<file path="config.mk">
export PLATFORM = sky130hd
export DESIGN_NAME = hyperperiod_gcd_lcm_unit
export DESIGN_NICKNAME = d
export VERILOG_FILES = /design/src/rtl/hpgl_pkg.sv /design/src/rtl/hpgl_seq.sv /design/src/rtl/hpgl_dpath.sv /design/src/rtl/hyperperiod_gcd_lcm_unit.sv
export VERILOG_INCLUDE_DIRS = /design/src /design/src/rtl
export SDC_FILE = /design/constraint.sdc
export NUM_CORES = 2
export LEC_CHECK = 0
export BUFFER_PORTS_ARGS = -buffer_cell sky130_fd_sc_hd__clkbuf_2
export CAP_MARGIN = 40
export CORE_MARGIN = 2
export CORE_UTILIZATION = 35
export DETAILED_ROUTE_END_ITERATION = 8
export GPL_TIMING_DRIVEN = 0
export SYNTH_ARGS = -nofsm -noshare
export SYNTH_HDL_FRONTEND = slang
export SYNTH_SLANG_ARGS = --single-unit
</file>
<file path="constraint.sdc">
create_clock -name clk -period 6.8 [get_ports clk]
set_input_delay 0.34 -clock clk [delete_from_list [all_inputs] [get_ports clk]]
set_output_delay 0.34 -clock clk [all_outputs]
set_load 0.02 [all_outputs]
</file>
<file path="src/rtl/assert_macros.svh">
// assertion macros used by the rtl files
// expects clk and rst_n in the scope where a macro is used
`ifndef ASSERT_MACROS_SVH
`define ASSERT_MACROS_SVH

// property holds at every clock edge out of reset
`define HPGL_ASSERT(label, prop, msg) \
  label: assert property (@(posedge clk) disable iff (!rst_n) (prop)) else $error(msg);

// antecedent in one cycle implies consequent in the next
`define HPGL_ASSERT_NEXT(label, ante, cons, msg) \
  label: assert property (@(posedge clk) disable iff (!rst_n) (ante) |=> (cons)) else $error(msg);

`endif

</file>
<file path="src/rtl/hpgl_pkg.sv">
// shared types, widths, micro-op codes and the control rom of the gcd / lcm unit
// no dependencies
`default_nettype none

package hpgl_pkg;

  localparam int PERIOD_BITS = 16;
  localparam int HYPER_BITS  = 32;

  // port field widths
  localparam int MODE_W = 4;
  localparam int TPER_W = 16;
  localparam int HYP_W  = 32;
  localparam int BASE_W = 16;

  localparam int K_BITS    = $clog2(HYPER_BITS);
  localparam int CNT_BITS  = $clog2(HYPER_BITS + 1);
  localparam int PROD_BITS = HYPER_BITS + PERIOD_BITS;
  localparam int STEP_BITS = 4;

  typedef logic [PERIOD_BITS-1:0] period_t;
  typedef logic [PERIOD_BITS:0]   rem_t;
  typedef logic [HYPER_BITS-1:0]  hyper_t;
  typedef logic [PROD_BITS-1:0]   prod_t;
  typedef logic [K_BITS-1:0]      k_t;
  typedef logic [CNT_BITS-1:0]    cnt_t;
  typedef logic [STEP_BITS-1:0]   step_t;
  typedef logic [MODE_W-1:0]      mode_t;
  typedef logic [TPER_W-1:0]      tper_t;
  typedef logic [HYP_W-1:0]       hyp_t;
  typedef logic [BASE_W-1:0]      base_t;

  typedef enum logic [3:0] {
    OP_IDLE      = 4'd0,
    OP_G1_LOAD   = 4'd1,
    OP_GCD_STEP  = 4'd2,
    OP_G1_STORE  = 4'd3,
    OP_G2_LOAD   = 4'd4,
    OP_DIV_LOAD  = 4'd5,
    OP_DIV_STEP  = 4'd6,
    OP_MUL       = 4'd7,
    OP_LCM_UPD   = 4'd8,
    OP_EMIT      = 4'd9,
    OP_NOP       = 4'd10
  } op_t;

  typedef enum logic [2:0] {
    COND_NEVER    = 3'd0,
    COND_ALWAYS   = 3'd1,
    COND_NO_IN    = 3'd2,
    COND_GCD_BUSY = 3'd3,
    COND_CNT_BUSY = 3'd4,
    COND_SKIP_LCM = 3'd5,
    COND_NOT_LAST = 3'd6,
    COND_OUT_FULL = 3'd7
  } cond_t;

  typedef struct packed {
    op_t   op;
    cond_t cond;
    step_t target;
  } ctrl_t;

  typedef struct packed {
    logic no_in;
    logic gcd_busy;
    logic cnt_busy;
    logic skip_lcm;
    logic not_last;
    logic out_full;
  } status_t;

  localparam step_t S_IDLE     = step_t'(0);
  localparam step_t S_G1_LOAD  = step_t'(1);
  localparam step_t S_G1_STEP  = step_t'(2);
  localparam step_t S_G1_STORE = step_t'(3);
  localparam step_t S_G2_LOAD  = step_t'(4);
  localparam step_t S_G2_STEP  = step_t'(5);
  localparam step_t S_DIV_LOAD = step_t'(6);
  localparam step_t S_DIV_STEP = step_t'(7);
  localparam step_t S_MUL      = step_t'(8);
  localparam step_t S_LCM_UPD  = step_t'(9);
  localparam step_t S_CHK_LAST = step_t'(10);
  localparam step_t S_EMIT     = step_t'(11);
  localparam step_t S_RETURN   = step_t'(12);

  // microprogram: jump to target when cond holds, else fall through
  function automatic ctrl_t ucode_rom(step_t s);
    ctrl_t w;
    w = '{op: OP_NOP, cond: COND_ALWAYS, target: S_IDLE};
    case (s)
      S_IDLE:     w = '{op: OP_IDLE,     cond: COND_NO_IN,    target: S_IDLE};
      S_G1_LOAD:  w = '{op: OP_G1_LOAD,  cond: COND_NEVER,    target: S_IDLE};
      S_G1_STEP:  w = '{op: OP_GCD_STEP, cond: COND_GCD_BUSY, target: S_G1_STEP};
      S_G1_STORE: w = '{op: OP_G1_STORE, cond: COND_SKIP_LCM, target: S_CHK_LAST};
      S_G2_LOAD:  w = '{op: OP_G2_LOAD,  cond: COND_NEVER,    target: S_IDLE};
      S_G2_STEP:  w = '{op: OP_GCD_STEP, cond: COND_GCD_BUSY, target: S_G2_STEP};
      S_DIV_LOAD: w = '{op: OP_DIV_LOAD, cond: COND_NEVER,    target: S_IDLE};
      S_DIV_STEP: w = '{op: OP_DIV_STEP, cond: COND_CNT_BUSY, target: S_DIV_STEP};
      S_MUL:      w = '{op: OP_MUL,      cond: COND_NEVER,    target: S_IDLE};
      S_LCM_UPD:  w = '{op: OP_LCM_UPD,  cond: COND_NEVER,    target: S_IDLE};
      S_CHK_LAST: w = '{op: OP_NOP,      cond: COND_NOT_LAST, target: S_IDLE};
      S_EMIT:     w = '{op: OP_EMIT,     cond: COND_OUT_FULL, target: S_EMIT};
      S_RETURN:   w = '{op: OP_NOP,      cond: COND_ALWAYS,   target: S_IDLE};
      default:    w = '{op: OP_NOP,      cond: COND_ALWAYS,   target: S_IDLE};
    endcase
    return w;
  endfunction

endpackage

`default_nettype wire

</file>
<file path="src/rtl/hpgl_seq.sv">
// micro-sequencer: step counter, control rom lookup and conditional jumps
// depends on hpgl_pkg
`default_nettype none

module hpgl_seq (
  input  wire logic              clk,
  input  wire logic              rst_n,
  input  wire hpgl_pkg::status_t status,
  output hpgl_pkg::ctrl_t        ctrl
);

  hpgl_pkg::step_t step_r;
  hpgl_pkg::step_t step_nxt;
  logic            take;

  assign ctrl = hpgl_pkg::ucode_rom(step_r);

  always_comb begin
    case (ctrl.cond)
      hpgl_pkg::COND_NEVER:    take = 1'b0;
      hpgl_pkg::COND_ALWAYS:   take = 1'b1;
      hpgl_pkg::COND_NO_IN:    take = status.no_in;
      hpgl_pkg::COND_GCD_BUSY: take = status.gcd_busy;
      hpgl_pkg::COND_CNT_BUSY: take = status.cnt_busy;
      hpgl_pkg::COND_SKIP_LCM: take = status.skip_lcm;
      hpgl_pkg::COND_NOT_LAST: take = status.not_last;
      hpgl_pkg::COND_OUT_FULL: take = status.out_full;
      default:                 take = 1'b1;
    endcase
    step_nxt = take ? ctrl.target : hpgl_pkg::step_t'(step_r + 1'b1);
  end

  always_ff @(posedge clk) begin
    if (!rst_n) begin
      step_r <= hpgl_pkg::S_IDLE;
    end else begin
      step_r <= step_nxt;
    end
  end

endmodule

`default_nettype wire

</file>
<file path="src/rtl/hpgl_dpath.sv">
// datapath: running gcd / lcm state, binary gcd unit, serial divider, multiplier, result register
// depends on hpgl_pkg; driven by the control word of hpgl_seq
`default_nettype none

module hpgl_dpath (
  input  wire logic              clk,
  input  wire logic              rst_n,
  input  wire hpgl_pkg::ctrl_t   ctrl,
  output hpgl_pkg::status_t      status,
  input  wire logic              in_valid,
  output logic                   in_ready,
  input  wire hpgl_pkg::mode_t   in_mode_id,
  input  wire hpgl_pkg::tper_t   in_task_period,
  input  wire logic              in_last_period,
  output logic                   out_valid,
  input  wire logic              out_ready,
  output hpgl_pkg::mode_t        out_result_mode,
  output hpgl_pkg::hyp_t         out_hyperperiod,
  output hpgl_pkg::base_t        out_base_unit,
  output logic                   out_overflowed
);

  // captured beat
  hpgl_pkg::mode_t   mode_r;
  hpgl_pkg::period_t p_r;
  logic              last_r;

  // running state of the mode being built
  hpgl_pkg::period_t gcd_r, gcd_nxt;
  hpgl_pkg::hyper_t  lcm_r, lcm_nxt;
  logic              ovf_r, ovf_nxt;

  // work registers
  hpgl_pkg::hyper_t  x_r, x_nxt, y_r, y_nxt;
  hpgl_pkg::k_t      k_r, k_nxt;
  hpgl_pkg::hyper_t  q_r, q_nxt;
  hpgl_pkg::period_t rem_r, rem_nxt, d_r, d_nxt;
  hpgl_pkg::cnt_t    cnt_r, cnt_nxt;
  hpgl_pkg::prod_t   prod_r, prod_nxt;

  // result register
  logic              out_valid_r, out_valid_nxt;
  hpgl_pkg::mode_t   omode_r, omode_nxt;
  hpgl_pkg::hyper_t  ohyp_r, ohyp_nxt;
  hpgl_pkg::period_t obase_r, obase_nxt;
  logic              oovf_r, oovf_nxt;

  logic              in_fire;
  logic              gcd_busy;
  logic              out_full;
  hpgl_pkg::hyper_t  gval;
  hpgl_pkg::rem_t    rem_sh;
  logic              q_bit;

  assign in_ready = (ctrl.op == hpgl_pkg::OP_IDLE);
  assign in_fire  = in_valid && in_ready;
  assign gcd_busy = (x_r != '0) && (y_r != '0);
  assign out_full = out_valid_r && !out_ready;
  // odd part times the common power of two
  assign gval     = hpgl_pkg::hyper_t'((x_r | y_r) << k_r);
  assign rem_sh   = {rem_r, q_r[hpgl_pkg::HYPER_BITS-1]};
  assign q_bit    = (rem_sh >= {1'b0, d_r});

  assign status.no_in    = !in_valid;
  assign status.gcd_busy = gcd_busy;
  assign status.cnt_busy = (cnt_r != '0);
  assign status.skip_lcm = (p_r == '0) || ovf_r;
  assign status.not_last = !last_r;
  assign status.out_full = out_full;

  assign out_valid       = out_valid_r;
  assign out_result_mode = omode_r;
  assign out_hyperperiod = hpgl_pkg::hyp_t'(ohyp_r);
  assign out_base_unit   = hpgl_pkg::base_t'(obase_r);
  assign out_overflowed  = oovf_r;

  always_comb begin
    gcd_nxt       = gcd_r;
    lcm_nxt       = lcm_r;
    ovf_nxt       = ovf_r;
    x_nxt         = x_r;
    y_nxt         = y_r;
    k_nxt         = k_r;
    q_nxt         = q_r;
    rem_nxt       = rem_r;
    d_nxt         = d_r;
    cnt_nxt       = cnt_r;
    prod_nxt      = prod_r;
    out_valid_nxt = out_valid_r && !out_ready;
    omode_nxt     = omode_r;
    ohyp_nxt      = ohyp_r;
    obase_nxt     = obase_r;
    oovf_nxt      = oovf_r;

    case (ctrl.op)
      hpgl_pkg::OP_G1_LOAD: begin
        x_nxt = hpgl_pkg::hyper_t'(p_r);
        y_nxt = hpgl_pkg::hyper_t'(gcd_r);
        k_nxt = '0;
      end
      hpgl_pkg::OP_GCD_STEP: begin
        if (gcd_busy) begin
          case ({x_r[0], y_r[0]})
            2'b00: begin
              x_nxt = x_r >> 1;
              y_nxt = y_r >> 1;
              k_nxt = hpgl_pkg::k_t'(k_r + 1'b1);
            end
            2'b01: x_nxt = x_r >> 1;
            2'b10: y_nxt = y_r >> 1;
            default: begin
              if (x_r >= y_r) begin
                x_nxt = x_r - y_r;
              end else begin
                y_nxt = y_r - x_r;
              end
            end
          endcase
        end
      end
      hpgl_pkg::OP_G1_STORE: gcd_nxt = hpgl_pkg::period_t'(gval);
      hpgl_pkg::OP_G2_LOAD: begin
        x_nxt = lcm_r;
        y_nxt = hpgl_pkg::hyper_t'(p_r);
        k_nxt = '0;
      end
      hpgl_pkg::OP_DIV_LOAD: begin
        // gcd of lcm and period divides the period, so it fits period width
        d_nxt   = hpgl_pkg::period_t'(gval);
        q_nxt   = lcm_r;
        rem_nxt = '0;
        cnt_nxt = hpgl_pkg::cnt_t'(hpgl_pkg::HYPER_BITS);
      end
      hpgl_pkg::OP_DIV_STEP: begin
        if (cnt_r != '0) begin
          rem_nxt = q_bit ? hpgl_pkg::period_t'(rem_sh - {1'b0, d_r})
                          : hpgl_pkg::period_t'(rem_sh);
          q_nxt   = {q_r[hpgl_pkg::HYPER_BITS-2:0], q_bit};
          cnt_nxt = hpgl_pkg::cnt_t'(cnt_r - 1'b1);
        end
      end
      hpgl_pkg::OP_MUL: prod_nxt = hpgl_pkg::prod_t'(q_r) * hpgl_pkg::prod_t'(p_r);
      hpgl_pkg::OP_LCM_UPD: begin
        if (prod_r[hpgl_pkg::PROD_BITS-1:hpgl_pkg::HYPER_BITS] != '0) begin
          lcm_nxt = '1;
          ovf_nxt = 1'b1;
        end else begin
          lcm_nxt = prod_r[hpgl_pkg::HYPER_BITS-1:0];
        end
      end
      hpgl_pkg::OP_EMIT: begin
        if (!out_full) begin
          out_valid_nxt = 1'b1;
          omode_nxt     = mode_r;
          ohyp_nxt      = lcm_r;
          obase_nxt     = gcd_r;
          oovf_nxt      = ovf_r;
          gcd_nxt       = '0;
          lcm_nxt       = hpgl_pkg::hyper_t'(1);
          ovf_nxt       = 1'b0;
        end
      end
      default: ;
    endcase
  end

  always_ff @(posedge clk) begin
    if (!rst_n) begin
      gcd_r       <= '0;
      lcm_r       <= hpgl_pkg::hyper_t'(1);
      ovf_r       <= 1'b0;
      out_valid_r <= 1'b0;
      cnt_r       <= '0;
    end else begin
      gcd_r       <= gcd_nxt;
      lcm_r       <= lcm_nxt;
      ovf_r       <= ovf_nxt;
      out_valid_r <= out_valid_nxt;
      cnt_r       <= cnt_nxt;
    end
  end

  always_ff @(posedge clk) begin
    if (in_fire) begin
      mode_r <= in_mode_id;
      p_r    <= hpgl_pkg::period_t'(in_task_period);
      last_r <= in_last_period;
    end
    x_r     <= x_nxt;
    y_r     <= y_nxt;
    k_r     <= k_nxt;
    q_r     <= q_nxt;
    rem_r   <= rem_nxt;
    d_r     <= d_nxt;
    prod_r  <= prod_nxt;
    omode_r <= omode_nxt;
    ohyp_r  <= ohyp_nxt;
    obase_r <= obase_nxt;
    oovf_r  <= oovf_nxt;
  end

endmodule

`default_nettype wire

</file>
<file path="src/rtl/hyperperiod_gcd_lcm_unit.sv">
// Hyperperiod and base-unit builder. Task periods of one scheduling mode arrive one beat at a
// time on the in_ channel, the final one flagged by in_last_period. Each period is folded into
// a running gcd (starts at 0) and a running lcm (starts at 1); on the flagged beat one result
// beat carries the mode id, the lcm as hyperperiod, the gcd as base unit and an overflow flag,
// and the running values return to their start values. An lcm that leaves 32 bits saturates
// to all ones with out_overflowed set; later periods of that mode still refine the gcd. A zero
// period leaves both values unchanged. One beat is worked on at a time by a small microcoded
// sequencer: a binary gcd loop (one shift or subtract per cycle) for the new gcd, a second one
// for gcd(lcm, period), a 32-step restoring divider for lcm / gcd and one registered
// 32x16 multiply. A zero period or a saturated lcm skips the lcm steps. in_ready is high
// only while the sequencer sits at its idle step. The result sits in an output register,
// so the next period is taken while a result still waits for out_ready; only the emit step
// waits if the previous result is untaken.
// depends on hpgl_pkg, hpgl_seq, hpgl_dpath and assert_macros.svh
`default_nettype none
`include "assert_macros.svh"

module hyperperiod_gcd_lcm_unit (
  input  wire logic                 clk,
  input  wire logic                 rst_n,
  input  wire logic                 in_valid,
  output logic                      in_ready,
  input  wire hpgl_pkg::mode_t      in_mode_id,
  input  wire hpgl_pkg::tper_t      in_task_period,
  input  wire logic                 in_last_period,
  output logic                      out_valid,
  input  wire logic                 out_ready,
  output hpgl_pkg::mode_t           out_result_mode,
  output hpgl_pkg::hyp_t            out_hyperperiod,
  output hpgl_pkg::base_t           out_base_unit,
  output logic                      out_overflowed
);

  // control word from the rom, status flags back from the datapath
  hpgl_pkg::ctrl_t   ctrl;
  hpgl_pkg::status_t status;

  hpgl_seq u_seq (
    .clk    (clk),
    .rst_n  (rst_n),
    .status (status),
    .ctrl   (ctrl)
  );

  hpgl_dpath u_dpath (
    .clk             (clk),
    .rst_n           (rst_n),
    .ctrl            (ctrl),
    .status          (status),
    .in_valid        (in_valid),
    .in_ready        (in_ready),
    .in_mode_id      (in_mode_id),
    .in_task_period  (in_task_period),
    .in_last_period  (in_last_period),
    .out_valid       (out_valid),
    .out_ready       (out_ready),
    .out_result_mode (out_result_mode),
    .out_hyperperiod (out_hyperperiod),
    .out_base_unit   (out_base_unit),
    .out_overflowed  (out_overflowed)
  );

  // sequencer leaves idle only on an accepted beat
  `HPGL_ASSERT_NEXT(a_idle_hold, (ctrl.op == hpgl_pkg::OP_IDLE) && !in_valid, ctrl.op == hpgl_pkg::OP_IDLE, "sequencer left idle without a beat")

  // a new result only comes from the emit step
  `HPGL_ASSERT(a_emit_src, $rose(out_valid) |-> $past(ctrl.op == hpgl_pkg::OP_EMIT), "result raised outside emit")

  // lcm never collapses to zero
  `HPGL_ASSERT(a_hyp_nonzero, out_valid |-> (out_hyperperiod != '0), "zero hyperperiod on result")

  // overflow always comes with a saturated hyperperiod
  `HPGL_ASSERT(a_ovf_sat, (out_valid && out_overflowed) |-> (&out_hyperperiod), "overflow without saturation")

endmodule

`default_nettype wire

</file>
== After elaboration in Yosys (flattened, before gate mapping) ==
Memory sizes are Yosys's and may differ from the RTL's. A register that Yosys moved wholly into a read port is not among the register bits.
Cells that the tools add are included.
W data, S select, Z words.

* Add/subtract/negate cells: 6
* $mul: 1
* Div/mod/pow operators: 0
* Order comparisons: 2
* Eq/ne operators: 27
* Shift-type cells: 1
* Muxes and demuxes: 30
* Bitwise gates (word level): 2
* Reduce and logical (&&, ||, !) cells: 31

{| class="wikitable"
|+ Operators by type and width
! operator !! number
|-
| $pmux W32 S2 || 4
|-
| $mux W32 || 7
|-
| $pmux W32 S3 || 2
|-
| $pmux W16 S2 || 2
|-
| $reduce_bool A32 Y1 || 2
|-
| $sub A32 B32 Y32 || 2
|-
| $mul A32 B16 Y48 || 1
|-
| $mux W16 || 3
|-
| $ge A32 B32 Y1 || 1
|-
| $or A32 B32 Y32 || 1
|-
| $shl A32 B5 Y16 || 1
|-
| $ge A17 B16 Y1 || 1
|-
| $eq A4 B3 Y1 const B || 4
|-
| $logic_not A16 Y1 || 1
|-
| $reduce_bool A16 Y1 || 1
|-
| $sub A16 B16 Y16 || 1
|-
| $eq A3 B3 Y1 const B || 4
|-
| $pmux W6 S2 || 1
|-
| $mux W5 || 2
|-
| $pmux W5 S2 || 1
|-
| $eq A4 B2 Y1 const B || 2
|-
| $eq A4 B4 Y1 const B || 2
|-
| $mux W4 || 2
|-
| $ne A2 B2 Y1 const B || 4
|-
| other kinds (29) || 48
|}

* Register bits: 315
* Bits in latches: 0
* RAM bits: 0
* Bits in read-only memories: 176
* Bits of input ports: 25
* Output and inout port bits: 55
* Word-level logic and storage cells: 121
* Memories: 1

{| class="wikitable"
|+ Memories
! memory !! depth !! width !! read ports !! clocked after memory_dff !! wr ports !! line !! source
|-
| (name not given) || 16 || 11 || 1 || 1 || 0 || hpgl_pkg.sv:91 || <nowiki>case (s)</nowiki>
|}

== Longest topological paths before layout ==
* Depth in word-level cells: 5
* Gate-level depth with buffers: 26
* Gate-level depth less buffers: 23

== By module ==
Synthesis repeated with hierarchy kept, for this count alone.

* Cell total of the unflattened synthesis: 3677
* Area total of the unflattened synthesis: 34172.8 µm²

{| class="wikitable"
|+ By module, submodules not included
! module !! times used !! cells an instance !! area an instance (µm²) !! sequential area each (µm²)
|-
| hpgl_dpath || 1 || 3593 || 33359.5 || 8778.4
|-
| hpgl_seq || 1 || 84 || 813.3 || 300.3
|}

== Least setup slack after synthesis ==
Ideal clock, no wire load.

* Kind: reg-to-reg
* Start point: reg u_dpath.p_r[1]
* End point: reg u_dpath.prod_r[44], data pin
* Setup time: 0.266 ns
* Arrival: 6.188 ns
* Data required time: 6.534 ns
* Setup slack: 0.346 ns
* Stages on the path, launching flop included: 24
* Buffers on the path: 3
* Clock period less this slack: 6.454 ns
* Cells stage by stage: edfxtp_1 > clkbuf_1 > clkbuf_1 > nand2_1 > fa_1 > fa_1 > fa_1 > inv_1 > fa_1 > fa_1 > inv_1 > fa_1 > inv_1 > ha_1 > clkbuf_1 > and4_1 > and4_1 > a32oi_1 > a31oi_1 > nor3_2 > o21ai_2 > a2111oi_0 > nor3_1 > xor2_1

* Cells in the longest elaborated chain, start to end: 1

{| class="wikitable"
|+ RTL lines
! item !! line !! source
|-
| from (decl) || hpgl_dpath.sv:25 || <nowiki>hpgl_pkg::period_t p_r;</nowiki>
|-
| from (signal assigned) || hpgl_dpath.sv:186 || <nowiki>p_r <= hpgl_pkg::period_t'(in_task_period);</nowiki>
|-
| $mul A32 B16 Y48 || hpgl_dpath.sv:142 || <nowiki>hpgl_pkg::OP_MUL: prod_nxt = hpgl_pkg::prod_t'(q_r) * hpgl_pkg::prod_t'(p_r);</nowiki>
|-
| to (signal assigned) || hpgl_dpath.sv:195 || <nowiki>prod_r <= prod_nxt;</nowiki>
|-
| to (decl) || hpgl_dpath.sv:39 || <nowiki>hpgl_pkg::prod_t prod_r, prod_nxt;</nowiki>
|}

No other way between the ends.
A chain may end at the register's enable or synchronous reset.

== Worst setup path in the final report ==
* Start point: reg u_dpath.p_r[14]
* End point: reg u_dpath.prod_r[47], data pin

The elaborated chain is that of the path after synthesis.

==> impl_summary.txt <==
----------------------------------------------------
[Hold path]
  HP Class ... in2reg
  Endpoint of the worst hold-timing path ... u_seq.ctrl[10]
  Hold path start ... rst_n
  Number of cells on the worst hold path ... 3

[Clock tree]
  Clock root buffer ... sky130_fd_sc_hd__clkbuf_16
  Clock Sink Count ... 326
  Worst-Skew Late Latency ... 0.59 ns
  Num CTS Buffers ... 41
  TritonCTS clock tree ... done
  Number of buffers on the longest clock path ... 3
  Deepest level of the CTS H-tree ... 2
  Clock Pin Slew Worst Setup and Hold Paths ... 0.06 ns

[Final layout]
  Count of filler cells inserted in the layout ... 9745
  Share of post-route cells with drive strength above 1 ... 0.107
  Commonest non-fill, non-tap cell in the layout ... sky130_fd_sc_hd__inv_1
  Sequential cell area in the final layout ... 9080 um2
  Commonest cells after routing, fill and taps aside ... sky130_fd_sc_hd__inv_1, sky130_fd_sc_hd__nand2_1, sky130_fd_sc_hd__fa_1, sky130_fd_sc_hd__edfxtp_1, sky130_fd_sc_hd__and2_1
  Non-filler cells, final ... 5288
  Final Net Count ... 4635
  Area growth from synthesis to layout ... 14.9%
  Combined area of the multi-input logic cells ... 22800 um2

[STA]
  Number of setup violations in the final report ... 0
  Setup_tns ... 0 ns
  Worst Clk Skew ... 0.0205 ns
  Number of hold violations in the final report ... 0
  Slew headroom ... 0.366
  Timing-limited maximum frequency ... 0.148 GHz
  Worst slew pin tran ... 0.942 ns
  Final Max Tran Viols ... 0
  Final worst path period need ... 6.77 ns
  Fraction of the cycle the final worst path needs ... 0.996
  Setup repair after global routing missed its margin ... yes
  Least setup slack across all paths after layout ... 0.0297 ns

[Floorplanning]
  Number of placed I/O pins ... 80
  Core Region ... 98100 um2
  Height of the die ... 318 um
  Number of rows created at floorplan ... 115
  Die span in x ... 318 um
  Initial standard-cell utilization of the core ... 0.352
  Die footprint ... 101000 um2

[GRT]
  Initial antenna violation count ... 8
  Via count of the first global-routing pass ... 28300
  Wire length of the first global-routing pass ... 178 mm
  Largest net degree at the start of global routing ... 34
  Overall track demand over capacity in global routing ... 0.233
  Remaining global-route overflow ... 0

[Yosys]
  Post-synth EDFFs ... 255
  Seq cells post-synth ... 326
  Mapped Avg Cell Area ... 9.25 um2
  Main flop type after synthesis ... sky130_fd_sc_hd__edfxtp_1
  Portion of the post-synthesis area used by sequential elements ... 0.263
  Post-synth net total ... 4401
  Most area-hungry cell type in the Yosys netlist ... sky130_fd_sc_hd__fa_1
  Number of standard cells after synthesis ... 3731
  Fraction of synthesized cell area taken by the top area cell type ... 0.244
  Fraction of synthesis flops using an asynchronous set or reset pin ... 0
  Total of warnings raised by yosys ... 0
  Main area contributors after synthesis ... sky130_fd_sc_hd__fa_1, sky130_fd_sc_hd__edfxtp_1, sky130_fd_sc_hd__ha_1
  Unique cell type count in the Yosys netlist ... 88
  Cell area after synthesis ... 34500 um2

[Worst setup path]
  Reg-to-Reg Start ... u_dpath.p_r[14]
  Reg-to-reg setup timing slack ... 0.03 ns
  Worst path arrival time ... 7.09 ns
  Top fanout value on the critical path ... 7
  Startpoint class of the critical path ... register
  Worst reg2reg path endpoint ... u_dpath.prod_r[47]
  Classification of the worst setup path ... reg2reg
  Worst setup EP type ... register
  Critical Path RT ... 7.12 ns
  Worst R2R Path Depth ... 22

[Detailed routing]
  Total number of vias ... 28200
  First-pass iteration count of the detailed router ... 6
  Highest routed metal layer ... met5
  Post-detailed-routing wire length ... 119 mm
  Detail Route met2 WL ... 56.2 mm
  Average wire per standard cell ... 22.5 um
  DR WL met3 ... 8.98 mm
  Length of routed wiring on met1 ... 46.4 mm
  Detail-routed via count per cell ... 5.33
  Post-route ant nets ... 0
  Number of DRC violations after detailed routing ... 0
  Drt initial violations ... 2636

[Job]
  Max Cap Violations ... 0

[Status]
  Status ... completed

[Placement]
  Post-placement worst setup slack ... -1.52 ns
  Post-DP HPWL ... 92.6 mm
  DP Cell Count ... 5118
  Final GP Congestion ... 0.968
  IO buf count ... 79

----------------------------------------------------
[synth_stat cells (5+ instances only)]
library cell,instances
sky130_fd_sc_hd__mux2i_1,36
sky130_fd_sc_hd__xor2_1,31
sky130_fd_sc_hd__nor2_1,169
sky130_fd_sc_hd__nor2b_1,36
sky130_fd_sc_hd__or2_2,5
sky130_fd_sc_hd__nand2b_1,19
sky130_fd_sc_hd__dfxtp_1,71
sky130_fd_sc_hd__a21o_1,58
sky130_fd_sc_hd__a21boi_1,10
sky130_fd_sc_hd__nand4_1,27
sky130_fd_sc_hd__a211oi_1,31
sky130_fd_sc_hd__nor3b_1,5
sky130_fd_sc_hd__nand2_1,526
sky130_fd_sc_hd__a32oi_1,8
sky130_fd_sc_hd__a31oi_1,12
sky130_fd_sc_hd__o211ai_1,9
sky130_fd_sc_hd__o31ai_1,9
sky130_fd_sc_hd__buf_2,10
sky130_fd_sc_hd__inv_1,578
sky130_fd_sc_hd__nor4_1,33
sky130_fd_sc_hd__a221o_1,15
sky130_fd_sc_hd__a21oi_1,165
sky130_fd_sc_hd__clkbuf_1,185
sky130_fd_sc_hd__a22oi_1,32
sky130_fd_sc_hd__ha_1,224
sky130_fd_sc_hd__edfxtp_1,255
sky130_fd_sc_hd__fa_1,421
sky130_fd_sc_hd__o211a_1,6
sky130_fd_sc_hd__nor3_1,44
sky130_fd_sc_hd__o21ai_1,35
sky130_fd_sc_hd__o21ai_0,110
sky130_fd_sc_hd__nand3_1,39
sky130_fd_sc_hd__and3_1,14
sky130_fd_sc_hd__or3_1,12
sky130_fd_sc_hd__xnor2_1,81
sky130_fd_sc_hd__and2_1,225
sky130_fd_sc_hd__buf_1,6
sky130_fd_sc_hd__o21bai_1,35
sky130_fd_sc_hd__a21boi_0,40
sky130_fd_sc_hd__a221oi_1,5
sky130_fd_sc_hd__o21a_1,17
[registers in the layout, summed over array words and instances (netlist names), 32 cells and up]
signal	cells
u_dpath.prod_r	48
u_dpath.lcm_r	32
u_dpath.x_r	32
u_dpath.q_r	32
u_dpath.out_hyperperiod	32
u_dpath.y_r	32
[worst max path at each step]
stage                    startpoint                  to  depth (start not counted)
floorplan            u_dpath.p_r[1]  u_dpath.prod_r[44]                         23
global placement     u_dpath.p_r[2]  u_dpath.prod_r[44]                         22
detailed placement   u_dpath.p_r[7]  u_dpath.prod_r[44]                         22
CTS                  u_dpath.p_r[4]  u_dpath.prod_r[44]                         24
global route        u_dpath.p_r[14]  u_dpath.prod_r[47]                         22
finish              u_dpath.p_r[14]  u_dpath.prod_r[47]                         22
[cell type report]
type | instances | area share
diodes | 3 | 0.000189
plain buffers | 182 | 0.0249
clock buffers | 51 | 0.0284
clock inverters | 25 | 0.00637
inverters | 582 | 0.0551
multi-input cells | 2620 | 0.576
flip-flops and latches | 326 | 0.229
well taps | 1287 | 0.0406
repair buffers | 212 | 0.0400
[routing by layer]
metal / track usage / vias to the layer above
met5: 0 / -
met4: 0.116 / 6
met3: 0.0376 / 297
met2: 0.389 / 1198
met1: 0.291 / 14100
li1: - / 12600
[logic make-up after synthesis]
group,count (synthesis),share of synthesized area
adders and majority gates,645,0.325
AOI/OAI and AO/OA,651,0.125
muxes,42,0.0127
buffers and inverters,785,0.0860
and+or+nand+nor,1170,0.160
xor gates and xnor gates,112,0.0284
DFF,326,0.263
[through the flow]
stage	util	area (um2)	hold slack (ns)
final	0.404	39700	0.197
after global routing	0.404	39700	0.220
after global placement	0.372	36500	0.401
after detailed placement	0.376	36900	0.405
after floorplan	-	34500	0.400
after CTS	0.400	39200	0.190
[worst max-delay path, cell delays in order (launching register included)]
cell	delay (ns)
sky130_fd_sc_hd__edfxtp_1	0.46
sky130_fd_sc_hd__buf_8	0.18
sky130_fd_sc_hd__buf_12	0.14
sky130_fd_sc_hd__and2_4	0.15
sky130_fd_sc_hd__fa_1	0.47
sky130_fd_sc_hd__fa_1	0.60
sky130_fd_sc_hd__fa_1	0.47
sky130_fd_sc_hd__fa_1	0.51
sky130_fd_sc_hd__fa_1	0.55
sky130_fd_sc_hd__inv_1	0.07
sky130_fd_sc_hd__fa_1	0.50
sky130_fd_sc_hd__inv_2	0.05
sky130_fd_sc_hd__ha_4	0.21
sky130_fd_sc_hd__buf_6	0.12
sky130_fd_sc_hd__a21o_1	0.20
sky130_fd_sc_hd__a2111oi_4	0.38
sky130_fd_sc_hd__a21o_1	0.21
sky130_fd_sc_hd__a2bb2oi_4	0.21
sky130_fd_sc_hd__a31oi_4	0.17
sky130_fd_sc_hd__a221oi_4	0.33
sky130_fd_sc_hd__o21ai_2	0.13
sky130_fd_sc_hd__a221oi_2	0.28
sky130_fd_sc_hd__xnor2_1	0.09
[what timing repair did]
action,in CTS,in global routing
setup endpoints to repair,33,17
hold buffers,21,0
buffers inserted,57,34
endpoints found under the hold margin,21,0
gates resized for setup,153,95
pin swaps,23,37
Power is not shown: default switching activity piles up to over one toggle a cycle in this logic, so the estimate is an artifact.
